==> config.mk <==
export PLATFORM = sky130hd
export DESIGN_NAME = radix_integer_parser
export DESIGN_NICKNAME = d
export VERILOG_FILES = /design/src/rip_pkg.sv /design/src/rip_fifo.sv /design/src/rip_front.sv /design/src/rip_back.sv /design/src/radix_integer_parser.sv
export SDC_FILE = /design/constraint.sdc
export NUM_CORES = 2
export LEC_CHECK = 0
export ABC_AREA = 1
export BUFFER_PORTS_ARGS = -buffer_cell sky130_fd_sc_hd__buf_4
export CORE_MARGIN = 5
export CORE_UTILIZATION = 60
export CTS_CLUSTER_SIZE = 14
export DETAILED_ROUTE_END_ITERATION = 7
export GPL_TIMING_DRIVEN = 0
export PLACE_DENSITY = 0.77
export SYNTH_ARGS = -nofsm -noshare
export SYNTH_HDL_FRONTEND = slang
export SYNTH_SLANG_ARGS = --single-unit
==> constraint.sdc <==
create_clock -name clk_i -period 11.14 [get_ports clk_i]
set_input_delay 0.557 -clock clk_i [delete_from_list [all_inputs] [get_ports clk_i]]
set_output_delay 0.557 -clock clk_i [all_outputs]
set_load 0.01 [all_outputs]
==> src/rip_pkg.sv <==
`timescale 1ns / 1ps
// ----------------------------------------------------------------------------
// rip_pkg: shared types and constants of the radix integer parser
// item types, register indexes, parse modes, status codes and character codes
// ----------------------------------------------------------------------------
package rip_pkg;

  // queue depths
  localparam int QueueDepthDef  = 2;
  localparam int ResultDepthDef = 2;

  // configuration port
  localparam int CfgIndexW = 2;
  localparam int CfgDataW  = 8;
  localparam logic [CfgIndexW-1:0] CfgRadix = 2'd0;
  localparam logic [CfgIndexW-1:0] CfgMode  = 2'd1;

  localparam logic [5:0] RadixReset = 6'd10;
  localparam logic [5:0] MinBase    = 6'd2;
  localparam logic [5:0] MaxBase    = 6'd36;
  localparam logic [5:0] DecBase    = 6'd10;
  localparam logic [5:0] OctBase    = 6'd8;
  localparam logic [5:0] HexBase    = 6'd16;
  localparam logic [5:0] BinBase    = 6'd2;

  // parse modes
  localparam logic [1:0] ModeSigned   = 2'd0;
  localparam logic [1:0] ModeUnsigned = 2'd1;
  localparam logic [1:0] ModeDecode   = 2'd2;

  // result status codes
  localparam logic [2:0] StOk      = 3'd0;
  localparam logic [2:0] StNoDigit = 3'd1;
  localparam logic [2:0] StIllegal = 3'd2;
  localparam logic [2:0] StRange   = 3'd3;
  localparam logic [2:0] StMinus   = 3'd4;

  // character codes
  localparam logic [15:0] CharLimit = 16'd128;
  localparam logic [6:0]  CharZero  = 7'd48;
  localparam logic [6:0]  CharNine  = 7'd57;
  localparam logic [6:0]  CharLowA  = 7'd97;
  localparam logic [6:0]  CharLowZ  = 7'd122;
  localparam logic [6:0]  CharUpA   = 7'd65;
  localparam logic [6:0]  CharUpZ   = 7'd90;
  localparam logic [6:0]  CharMinus = 7'd45;
  localparam logic [6:0]  CharPlus  = 7'd43;
  localparam logic [6:0]  CharLowX  = 7'd120;
  localparam logic [6:0]  CharUpX   = 7'd88;
  localparam logic [6:0]  CharLowB  = 7'd98;
  localparam logic [6:0]  CharUpB   = 7'd66;

  localparam logic [5:0] NotDigit = 6'd63;

  typedef struct packed {
    logic [15:0] char_code;
    logic        last;
  } in_item_t;

  typedef struct packed {
    logic [63:0] value;
    logic [2:0]  status;
  } res_item_t;

  // classified character, as queued between front and back
  typedef struct packed {
    logic [5:0] digit;
    logic       is_minus;
    logic       is_plus;
    logic       is_zero;
    logic       is_x;
    logic       is_b;
    logic       last;
    logic [1:0] mode;
    logic [5:0] base;
  } cls_item_t;

endpackage

==> src/rip_fifo.sv <==
`timescale 1ns / 1ps
// ----------------------------------------------------------------------------
// rip_fifo: small flip-flop queue
// first-word fall-through, full and empty flags, one push and one pop a cycle
// ----------------------------------------------------------------------------
module rip_fifo #(
  parameter int Width = 8,
  parameter int Depth = 2
) (
  input  logic             clk_i,
  input  logic             rst_ni,
  input  logic             push_i,
  input  logic [Width-1:0] data_i,
  output logic             full_o,
  input  logic             pop_i,
  output logic [Width-1:0] data_o,
  output logic             empty_o
);

  localparam int PtrW = (Depth > 1) ? $clog2(Depth) : 1;
  localparam int CntW = $clog2(Depth + 1);
  localparam logic [PtrW-1:0] LastPtr = PtrW'(Depth - 1);
  localparam logic [CntW-1:0] FullCnt = CntW'(Depth);

  logic [Width-1:0] mem_q [Depth];
  logic [PtrW-1:0]  wptr_q, wptr_d, rptr_q, rptr_d;
  logic [CntW-1:0]  cnt_q, cnt_d;
  logic             do_push, do_pop;

  assign full_o  = (cnt_q == FullCnt);
  assign empty_o = (cnt_q == '0);
  assign data_o  = mem_q[rptr_q];
  assign do_push = push_i && !full_o;
  assign do_pop  = pop_i && !empty_o;

  always_comb begin
    wptr_d = wptr_q;
    rptr_d = rptr_q;
    cnt_d  = cnt_q;
    if (do_push) begin
      wptr_d = (wptr_q == LastPtr) ? '0 : wptr_q + 1'b1;
    end
    if (do_pop) begin
      rptr_d = (rptr_q == LastPtr) ? '0 : rptr_q + 1'b1;
    end
    if (do_push && !do_pop) begin
      cnt_d = cnt_q + 1'b1;
    end else if (do_pop && !do_push) begin
      cnt_d = cnt_q - 1'b1;
    end
  end

  always_ff @(posedge clk_i or negedge rst_ni) begin
    if (!rst_ni) begin
      wptr_q <= '0;
      rptr_q <= '0;
      cnt_q  <= '0;
    end else begin
      wptr_q <= wptr_d;
      rptr_q <= rptr_d;
      cnt_q  <= cnt_d;
    end
  end

  always_ff @(posedge clk_i) begin
    if (do_push) begin
      mem_q[wptr_q] <= data_i;
    end
  end

endmodule

==> src/rip_front.sv <==
`timescale 1ns / 1ps
// ----------------------------------------------------------------------------
// rip_front: character classifier
// maps a character to its digit value and marks, tags it with mode and base
// ----------------------------------------------------------------------------
module rip_front
  import rip_pkg::*;
(
  input  in_item_t   in_i,
  input  logic [5:0] radix_i,
  input  logic [1:0] mode_i,
  output cls_item_t  cls_o
);

  logic       ascii;
  logic [6:0] c;

  assign ascii = (in_i.char_code < CharLimit);
  assign c     = in_i.char_code[6:0];

  always_comb begin
    cls_o = '0;
    if (!ascii) begin
      cls_o.digit = NotDigit;
    end else if (c >= CharZero && c <= CharNine) begin
      cls_o.digit = 6'(c - CharZero);
    end else if (c >= CharLowA && c <= CharLowZ) begin
      cls_o.digit = 6'(c - CharLowA + 7'd10);
    end else if (c >= CharUpA && c <= CharUpZ) begin
      cls_o.digit = 6'(c - CharUpA + 7'd10);
    end else begin
      cls_o.digit = NotDigit;
    end
    cls_o.is_minus = ascii && (c == CharMinus);
    cls_o.is_plus  = ascii && (c == CharPlus);
    cls_o.is_zero  = ascii && (c == CharZero);
    cls_o.is_x     = ascii && (c == CharLowX || c == CharUpX);
    cls_o.is_b     = ascii && (c == CharLowB || c == CharUpB);
    cls_o.last     = in_i.last;
    cls_o.mode     = mode_i;
    // out-of-range radix saturates
    if (radix_i < MinBase) begin
      cls_o.base = MinBase;
    end else if (radix_i > MaxBase) begin
      cls_o.base = MaxBase;
    end else begin
      cls_o.base = radix_i;
    end
  end

endmodule

==> src/rip_back.sv <==
`timescale 1ns / 1ps
// ----------------------------------------------------------------------------
// rip_back: numeral accumulator
// sign and prefix sequencing, multiply-add with exact range check, results
// ----------------------------------------------------------------------------
module rip_back
  import rip_pkg::*;
(
  input  logic      clk_i,
  input  logic      rst_ni,
  input  cls_item_t cls_i,
  input  logic      cls_empty_i,
  output logic      cls_pop_o,
  output res_item_t res_o,
  output logic      res_push_o,
  input  logic      res_full_i
);

  localparam logic [2:0] PhStart  = 3'd0;
  localparam logic [2:0] PhSign   = 3'd1;
  localparam logic [2:0] PhZero   = 3'd2;
  localparam logic [2:0] PhPrefix = 3'd3;
  localparam logic [2:0] PhDigits = 3'd4;
  localparam logic [2:0] PhError  = 3'd5;

  logic [63:0] mag_q, mag_d;
  logic        neg_q, neg_d;
  logic [2:0]  phase_q, phase_d;
  logic [5:0]  base_q, base_d;
  logic [2:0]  err_q, err_d;

  logic        take;
  logic        decode, unsgn;
  logic [5:0]  eff_base;
  logic [63:0] eff_mag;
  logic        eff_neg;
  logic [63:0] limit;
  logic [69:0] mul;
  logic [70:0] acc;
  logic        dig_bad, dig_ovf;
  logic [2:0]  dig_phase, dig_err;
  logic [63:0] dig_mag;

  // a last item waits for room in the result queue
  assign take       = !cls_empty_i && (!cls_i.last || !res_full_i);
  assign cls_pop_o  = take;
  assign res_push_o = take && cls_i.last;

  assign decode = (cls_i.mode == ModeDecode);
  assign unsgn  = (cls_i.mode == ModeUnsigned);

  // base and magnitude seen by this character
  always_comb begin
    if (phase_q == PhStart) begin
      eff_base = decode ? DecBase : cls_i.base;
      eff_mag  = '0;
      eff_neg  = 1'b0;
    end else begin
      eff_base = (phase_q == PhZero && !cls_i.is_x && !cls_i.is_b) ? OctBase : base_q;
      eff_mag  = mag_q;
      eff_neg  = neg_q;
    end
  end

  // digit step: exact check m*b+d against the limit
  assign limit   = unsgn ? '1 : (eff_neg ? 64'h8000_0000_0000_0000 : 64'h7FFF_FFFF_FFFF_FFFF);
  assign mul     = 70'(eff_mag) * 70'(eff_base);
  assign acc     = 71'(mul) + 71'(cls_i.digit);
  assign dig_bad = (cls_i.digit >= eff_base);
  assign dig_ovf = (acc > 71'(limit));

  always_comb begin
    dig_mag   = eff_mag;
    dig_phase = PhDigits;
    dig_err   = StOk;
    if (dig_bad) begin
      dig_phase = PhError;
      dig_err   = StIllegal;
    end else if (dig_ovf) begin
      dig_phase = PhError;
      dig_err   = StRange;
    end else begin
      dig_mag = acc[63:0];
    end
  end

  always_comb begin
    mag_d   = eff_mag;
    neg_d   = eff_neg;
    phase_d = phase_q;
    base_d  = eff_base;
    err_d   = err_q;
    res_o   = '0;
    case (phase_q)
      PhStart: begin
        if (cls_i.is_minus) begin
          if (unsgn) begin
            phase_d = PhError;
            err_d   = StMinus;
          end else begin
            neg_d   = 1'b1;
            phase_d = PhSign;
          end
        end else if (cls_i.is_plus) begin
          phase_d = PhSign;
        end else if (decode && cls_i.is_zero) begin
          phase_d = PhZero;
        end else begin
          mag_d   = dig_mag;
          phase_d = dig_phase;
          err_d   = dig_err;
        end
      end
      PhSign: begin
        if (decode && cls_i.is_zero) begin
          phase_d = PhZero;
        end else begin
          mag_d   = dig_mag;
          phase_d = dig_phase;
          err_d   = dig_err;
        end
      end
      PhZero: begin
        if (cls_i.is_x) begin
          base_d  = HexBase;
          phase_d = PhPrefix;
        end else if (cls_i.is_b) begin
          base_d  = BinBase;
          phase_d = PhPrefix;
        end else begin
          mag_d   = dig_mag;
          phase_d = dig_phase;
          err_d   = dig_err;
        end
      end
      PhPrefix, PhDigits: begin
        mag_d   = dig_mag;
        phase_d = dig_phase;
        err_d   = dig_err;
      end
      default: ;
    endcase

    // end of numeral: form the result and clear for the next one
    if (cls_i.last) begin
      case (phase_d)
        PhZero:   res_o.status = StOk;
        PhDigits: begin
          res_o.status = StOk;
          res_o.value  = neg_d ? (64'd0 - mag_d) : mag_d;
        end
        PhError:  res_o.status = err_d;
        default:  res_o.status = StNoDigit;
      endcase
      mag_d   = '0;
      neg_d   = 1'b0;
      phase_d = PhStart;
      base_d  = DecBase;
      err_d   = StOk;
    end
  end

  always_ff @(posedge clk_i or negedge rst_ni) begin
    if (!rst_ni) begin
      mag_q   <= '0;
      neg_q   <= 1'b0;
      phase_q <= PhStart;
      base_q  <= DecBase;
      err_q   <= StOk;
    end else if (take) begin
      mag_q   <= mag_d;
      neg_q   <= neg_d;
      phase_q <= phase_d;
      base_q  <= base_d;
      err_q   <= err_d;
    end
  end

endmodule

==> src/radix_integer_parser.sv <==
`timescale 1ns / 1ps
// ----------------------------------------------------------------------------
// radix_integer_parser: streaming numeral to 64-bit integer converter
// ----------------------------------------------------------------------------
// input channel: push / full, one 16-bit character item per cycle, the last
//   character of a numeral carries last; taken when push is high, full low
// result channel: empty / pop, one value and status item per numeral, the
//   oldest result sits on res_data_o while empty is low
// config channel: cfg_valid_i / cfg_ready_o with index and data, always
//   ready; index 0 is radix, index 1 is parse mode; write only while idle
// timing: one character per cycle sustained unless the back end stalls; the
//   accumulate step (64x6 multiply, add and range compare) is combinational
//   in the back end; a last character is registered in the character queue,
//   then its result in the result queue, which drives the outputs
// reset: clears both queues and the numeral state; radix 10, signed mode
// stall: while pop is low results pile up in the result queue, then the back
//   end stops on the next last character, the character queue fills and full
//   rises; nothing is dropped
// ----------------------------------------------------------------------------
module radix_integer_parser
  import rip_pkg::*;
#(
  parameter int QueueDepth  = QueueDepthDef,
  parameter int ResultDepth = ResultDepthDef
) (
  input  logic                 clk_i,
  input  logic                 rst_ni,
  // character items
  input  logic                 push,
  output logic                 full,
  input  in_item_t             in_data_i,
  // result items
  output logic                 empty,
  input  logic                 pop,
  output res_item_t            res_data_o,
  // configuration writes
  input  logic                 cfg_valid_i,
  output logic                 cfg_ready_o,
  input  logic [CfgIndexW-1:0] cfg_index_i,
  input  logic [CfgDataW-1:0]  cfg_data_i
);

  logic [5:0] radix_q;
  logic [1:0] mode_q;
  logic       cfg_we;

  cls_item_t  cls_in, cls_out;
  logic       cls_empty, cls_pop;
  res_item_t  res_item;
  logic       res_push, res_full;

  // config registers, writes never stall
  assign cfg_ready_o = 1'b1;
  assign cfg_we      = cfg_valid_i && cfg_ready_o;

  always_ff @(posedge clk_i or negedge rst_ni) begin
    if (!rst_ni) begin
      radix_q <= RadixReset;
      mode_q  <= ModeSigned;
    end else if (cfg_we) begin
      if (cfg_index_i == CfgRadix) begin
        radix_q <= cfg_data_i[5:0];
      end else if (cfg_index_i == CfgMode) begin
        mode_q <= cfg_data_i[1:0];
      end
    end
  end

  // front: classify and tag each character with the live config
  rip_front u_front (
    .in_i    (in_data_i),
    .radix_i (radix_q),
    .mode_i  (mode_q),
    .cls_o   (cls_in)
  );

  // decoupling queue between front and back
  rip_fifo #(
    .Width ($bits(cls_item_t)),
    .Depth (QueueDepth)
  ) u_cls_q (
    .clk_i   (clk_i),
    .rst_ni  (rst_ni),
    .push_i  (push),
    .data_i  (cls_in),
    .full_o  (full),
    .pop_i   (cls_pop),
    .data_o  (cls_out),
    .empty_o (cls_empty)
  );

  // back: sign, prefix and digit accumulation
  rip_back u_back (
    .clk_i       (clk_i),
    .rst_ni      (rst_ni),
    .cls_i       (cls_out),
    .cls_empty_i (cls_empty),
    .cls_pop_o   (cls_pop),
    .res_o       (res_item),
    .res_push_o  (res_push),
    .res_full_i  (res_full)
  );

  // result queue, doubles as output register
  rip_fifo #(
    .Width ($bits(res_item_t)),
    .Depth (ResultDepth)
  ) u_res_q (
    .clk_i   (clk_i),
    .rst_ni  (rst_ni),
    .push_i  (res_push),
    .data_i  (res_item),
    .full_o  (res_full),
    .pop_i   (pop),
    .data_o  (res_data_o),
    .empty_o (empty)
  );

endmodule

==> results_dict.tcl <==
set metrics [dict create \
    p_switching_w 0.00631 \
    grt_pass1_vias 29000 \
    fin_crit_ps 10660 \
    intPower_w 0.00427 \
    drive_above_1_share 0.0774 \
    grt_max_degree 94 \
    startpoint_type "register" \
    netSwitchingFraction 0.597 \
    p_clk_frac 0.077 \
    ioPinCount 102 \
    dr.pass1.iters 7 \
    detail-route-antenna-nets 0 \
    syn2layout_area_growth_pct 9.07 \
    drt_iter0_drc 3445 \
    fin_crit_sh 0.957 \
    crit_path_top_delay_cell "fa_1" \
    p_leak_nw 18.0 \
    clkLatencyLatePin_ps 560 \
    clockBufferDepth 3 \
    drt_wl_total_um 105000 \
    dp_hpwl_um 86800 \
    worstPathRequired_ps 11440 \
    crit_top_cell "nand2_1" \
    coreArea_sq_um 52200 \
    clock_skew_ps 27.4 \
    cp.arrival_ps 10960 \
    die_w_um 239 \
    ys_ff_latch 267 \
    antenna_found_initial 1 \
    cp_num_buf_inv 12 \
    routedWlPerCell_um 20.1 \
    pwr-share-comb 0.771 \
    critPathCaptureType "register" \
    io_buffers 96 \
    crit_fanout 19 \
    cts_tree "yes" \
    pre_cts_ws_ps -2060 \
    hold_viol_final 0 \
    critPathMaxStageDelay_ps 560 \
    yosys_warnings 0 \
    cts_buffers 26 \
    syn-num-nets 4918 \
    dieArea_sq_um 57100 \
    setup_slack_ps 481 \
    root_buffer "clkbuf_16" \
    avgSynthCellArea_sq_um 7.14 \
    path_clk_slew_ps 60 \
    grt_pass1_wl_um 161000 \
    numClockSinks 267 \
    grt_overflow 0 \
    synthArstFlopShare 0.348 \
    status "completed" \
    gp_congestion 1.05 \
    ir_worst_vdd_v 0.000199 \
    dieHeight_um 239 \
    synth-edff-count 174 \
    antenna_cells 0 \
    syn_inst 4403 \
    slew_headroom 0.0491 \
    synthFlopType "edfxtp_1" \
    worst_pin_slew_ps 1410 \
    utilization 0.657 \
    hp-class "input pin to register" \
    finalPower_w 0.0106 \
    start_util 0.602 \
    critical-path-top-delay-family "simple AND/OR/NAND/NOR gates" \
    multi_input_area_sq_um 20900 \
    htreeDepth 1 \
    ys_seq_area_frac 0.240 \
    p_per_area_nw_per_um2 308 \
    path_class "register to register" \
    cap_viol_max_count 0 \
    fillers 4726 \
    setup-violations-final 0 \
    p_seq_frac 0.151 \
    regArea_sq_um 7560 \
    route.detailed.drc 0 \
    ys_types 68 \
    num_rows 84 \
    grt_usage 0.361 \
    via_per_inst 5.78 \
    route.vias.total 30400 \
    slew_viol_final 0 \
    fmax_mhz 93.8 \
    syn_area_sq_um 31400 \
    nNetsFinal 5058 \
]
layout by cell type (no fill, tap or decap), types with 12 or more instances in the layout:
cell type	count
xnor2_1	23
o21ai_2	12
nand3_2	12
buf_4	108
nand2_2	18
o21ai_0	185
edfxtp_1	174
inv_2	33
nor3_1	19
o22ai_1	73
nor2_2	23
o21ai_1	39
nor2_1	601
nand4_1	63
ha_1	230
a21oi_1	195
nand3_1	119
fa_1	252
inv_1	656
dfrtp_1	89
clkbuf_1	98
xor2_1	40
nand2_1	1255
clkbuf_16	26
layer usage:
layer	track usage	wire length, um	up-vias	share of wire
li1	-	-	14200	-
met1	0.468	40000	14200	0.38
met2	0.571	47800	1596	0.45
met3	0.0782	10700	369	0.10
met4	0.187	6950	2	0.066
met5	0	17	-	0.00016
logic make-up after synthesis:
kind of cell,count (synthesis),share of synthesized area
adders and majority gates,483,0.252
AOI/OAI and AO/OA,585,0.105
xor gates and xnor gates,66,0.0184
other,1,0.000119
DFF,267,0.240
muxes,6,0.00195
buffers and inverters,836,0.103
and+or+nand+nor,2159,0.279
stage by stage:
stage	hold slack, ps	setup TNS, ps	instances	area [sq um]
2_1_floorplan	261	0	4403	31400
3_3_place_gp	464	-259180	5187	33000
3_5_place_dp	467	-268530	5194	33200
4_1_cts	192	0	5238	34000
5_1_grt	192	-233	5248	34300
6_report	208	0	5248	34300
final timing paths:
check	from	to	slack, ps	depth (start not counted)
worst max-delay path	u_back.phase_q[0]$_DFFE_PN0P_	u_res_q.mem_q[0][53]$_DFFE_PP_	480	54
worst min-delay path	in_data_i[0]	u_cls_q.mem_q[1][8]$_DFFE_PP_	210	1
worst max register to register	u_back.phase_q[0]$_DFFE_PN0P_	u_res_q.mem_q[0][53]$_DFFE_PP_	480	54
worst min register to register	mode_q[0]$_DFFE_PN0P_	u_cls_q.mem_q[0][6]$_DFFE_PP_	490	0
max in group asynchronous	rst_ni	radix_q[3]$_DFFE_PN1P_	10070	3
min in group asynchronous	rst_ni	u_back.mag_q[4]$_DFFE_PN0P_	360	2
synthesized netlist by cell type, types with 63 or more instances:
cell | n | area share
nand2_1 | 1262 | 0.15
inv_1 | 656 | 0.078
nor2_1 | 612 | 0.073
fa_1 | 252 | 0.16
ha_1 | 231 | 0.092
a21oi_1 | 200 | 0.032
o21ai_0 | 191 | 0.030
edfxtp_1 | 174 | 0.17
nand3_1 | 119 | 0.019
clkbuf_1 | 110 | 0.013
dfrtp_1 | 89 | 0.071
o22ai_1 | 73 | 0.015
nand4_1 | 63 | 0.013
sequential cells by signal (all words and copies together) (netlist names), 2 cells and up:
signal / flops
u_back.base_q: 6
u_back.phase_q: 3
mode_q: 2
u_res_q.mem_q: 134
radix_q: 6
u_cls_q.cnt_q: 2
u_res_q.cnt_q: 2
u_back.mag_q: 64
u_back.err_q: 3
u_cls_q.mem_q: 40
power groups by stage:
| stage | Combinational (W) | Clock (W) | Sequential, W |
|---|---|---|---|
| 6_report | 0.00816 | 0.000819 | 0.00160 |
| 5_1_grt | 0.00881 | 0.000868 | 0.00162 |
| 4_1_cts | 0.00772 | 0.000823 | 0.00159 |
| 3_5_place_dp | 0.00765 | 0 | 0.00161 |
| 3_3_place_gp | 0.00751 | 0 | 0.00163 |
| 2_1_floorplan | 0.00510 | 0 | 0.00160 |
area by class of cell:
cell class	count	area share
multi-input combinational	3300	0.608
sequential	267	0.220
buffer	141	0.0196
tap	688	0.0251
timing repair buffer	114	0.0283
inverter	693	0.0760
clock inverter	13	0.00270
clock buffer	32	0.0196
timing repair:
action,4_1_cts,5_1_grt
endpoints found under the setup margin,201,138
endpoints found under the hold margin,0,3
buffers inserted,0,9
hold buffers,0,1
pin swaps,0,6
resized for setup,26,64
(Power assumes the default switching activity.)
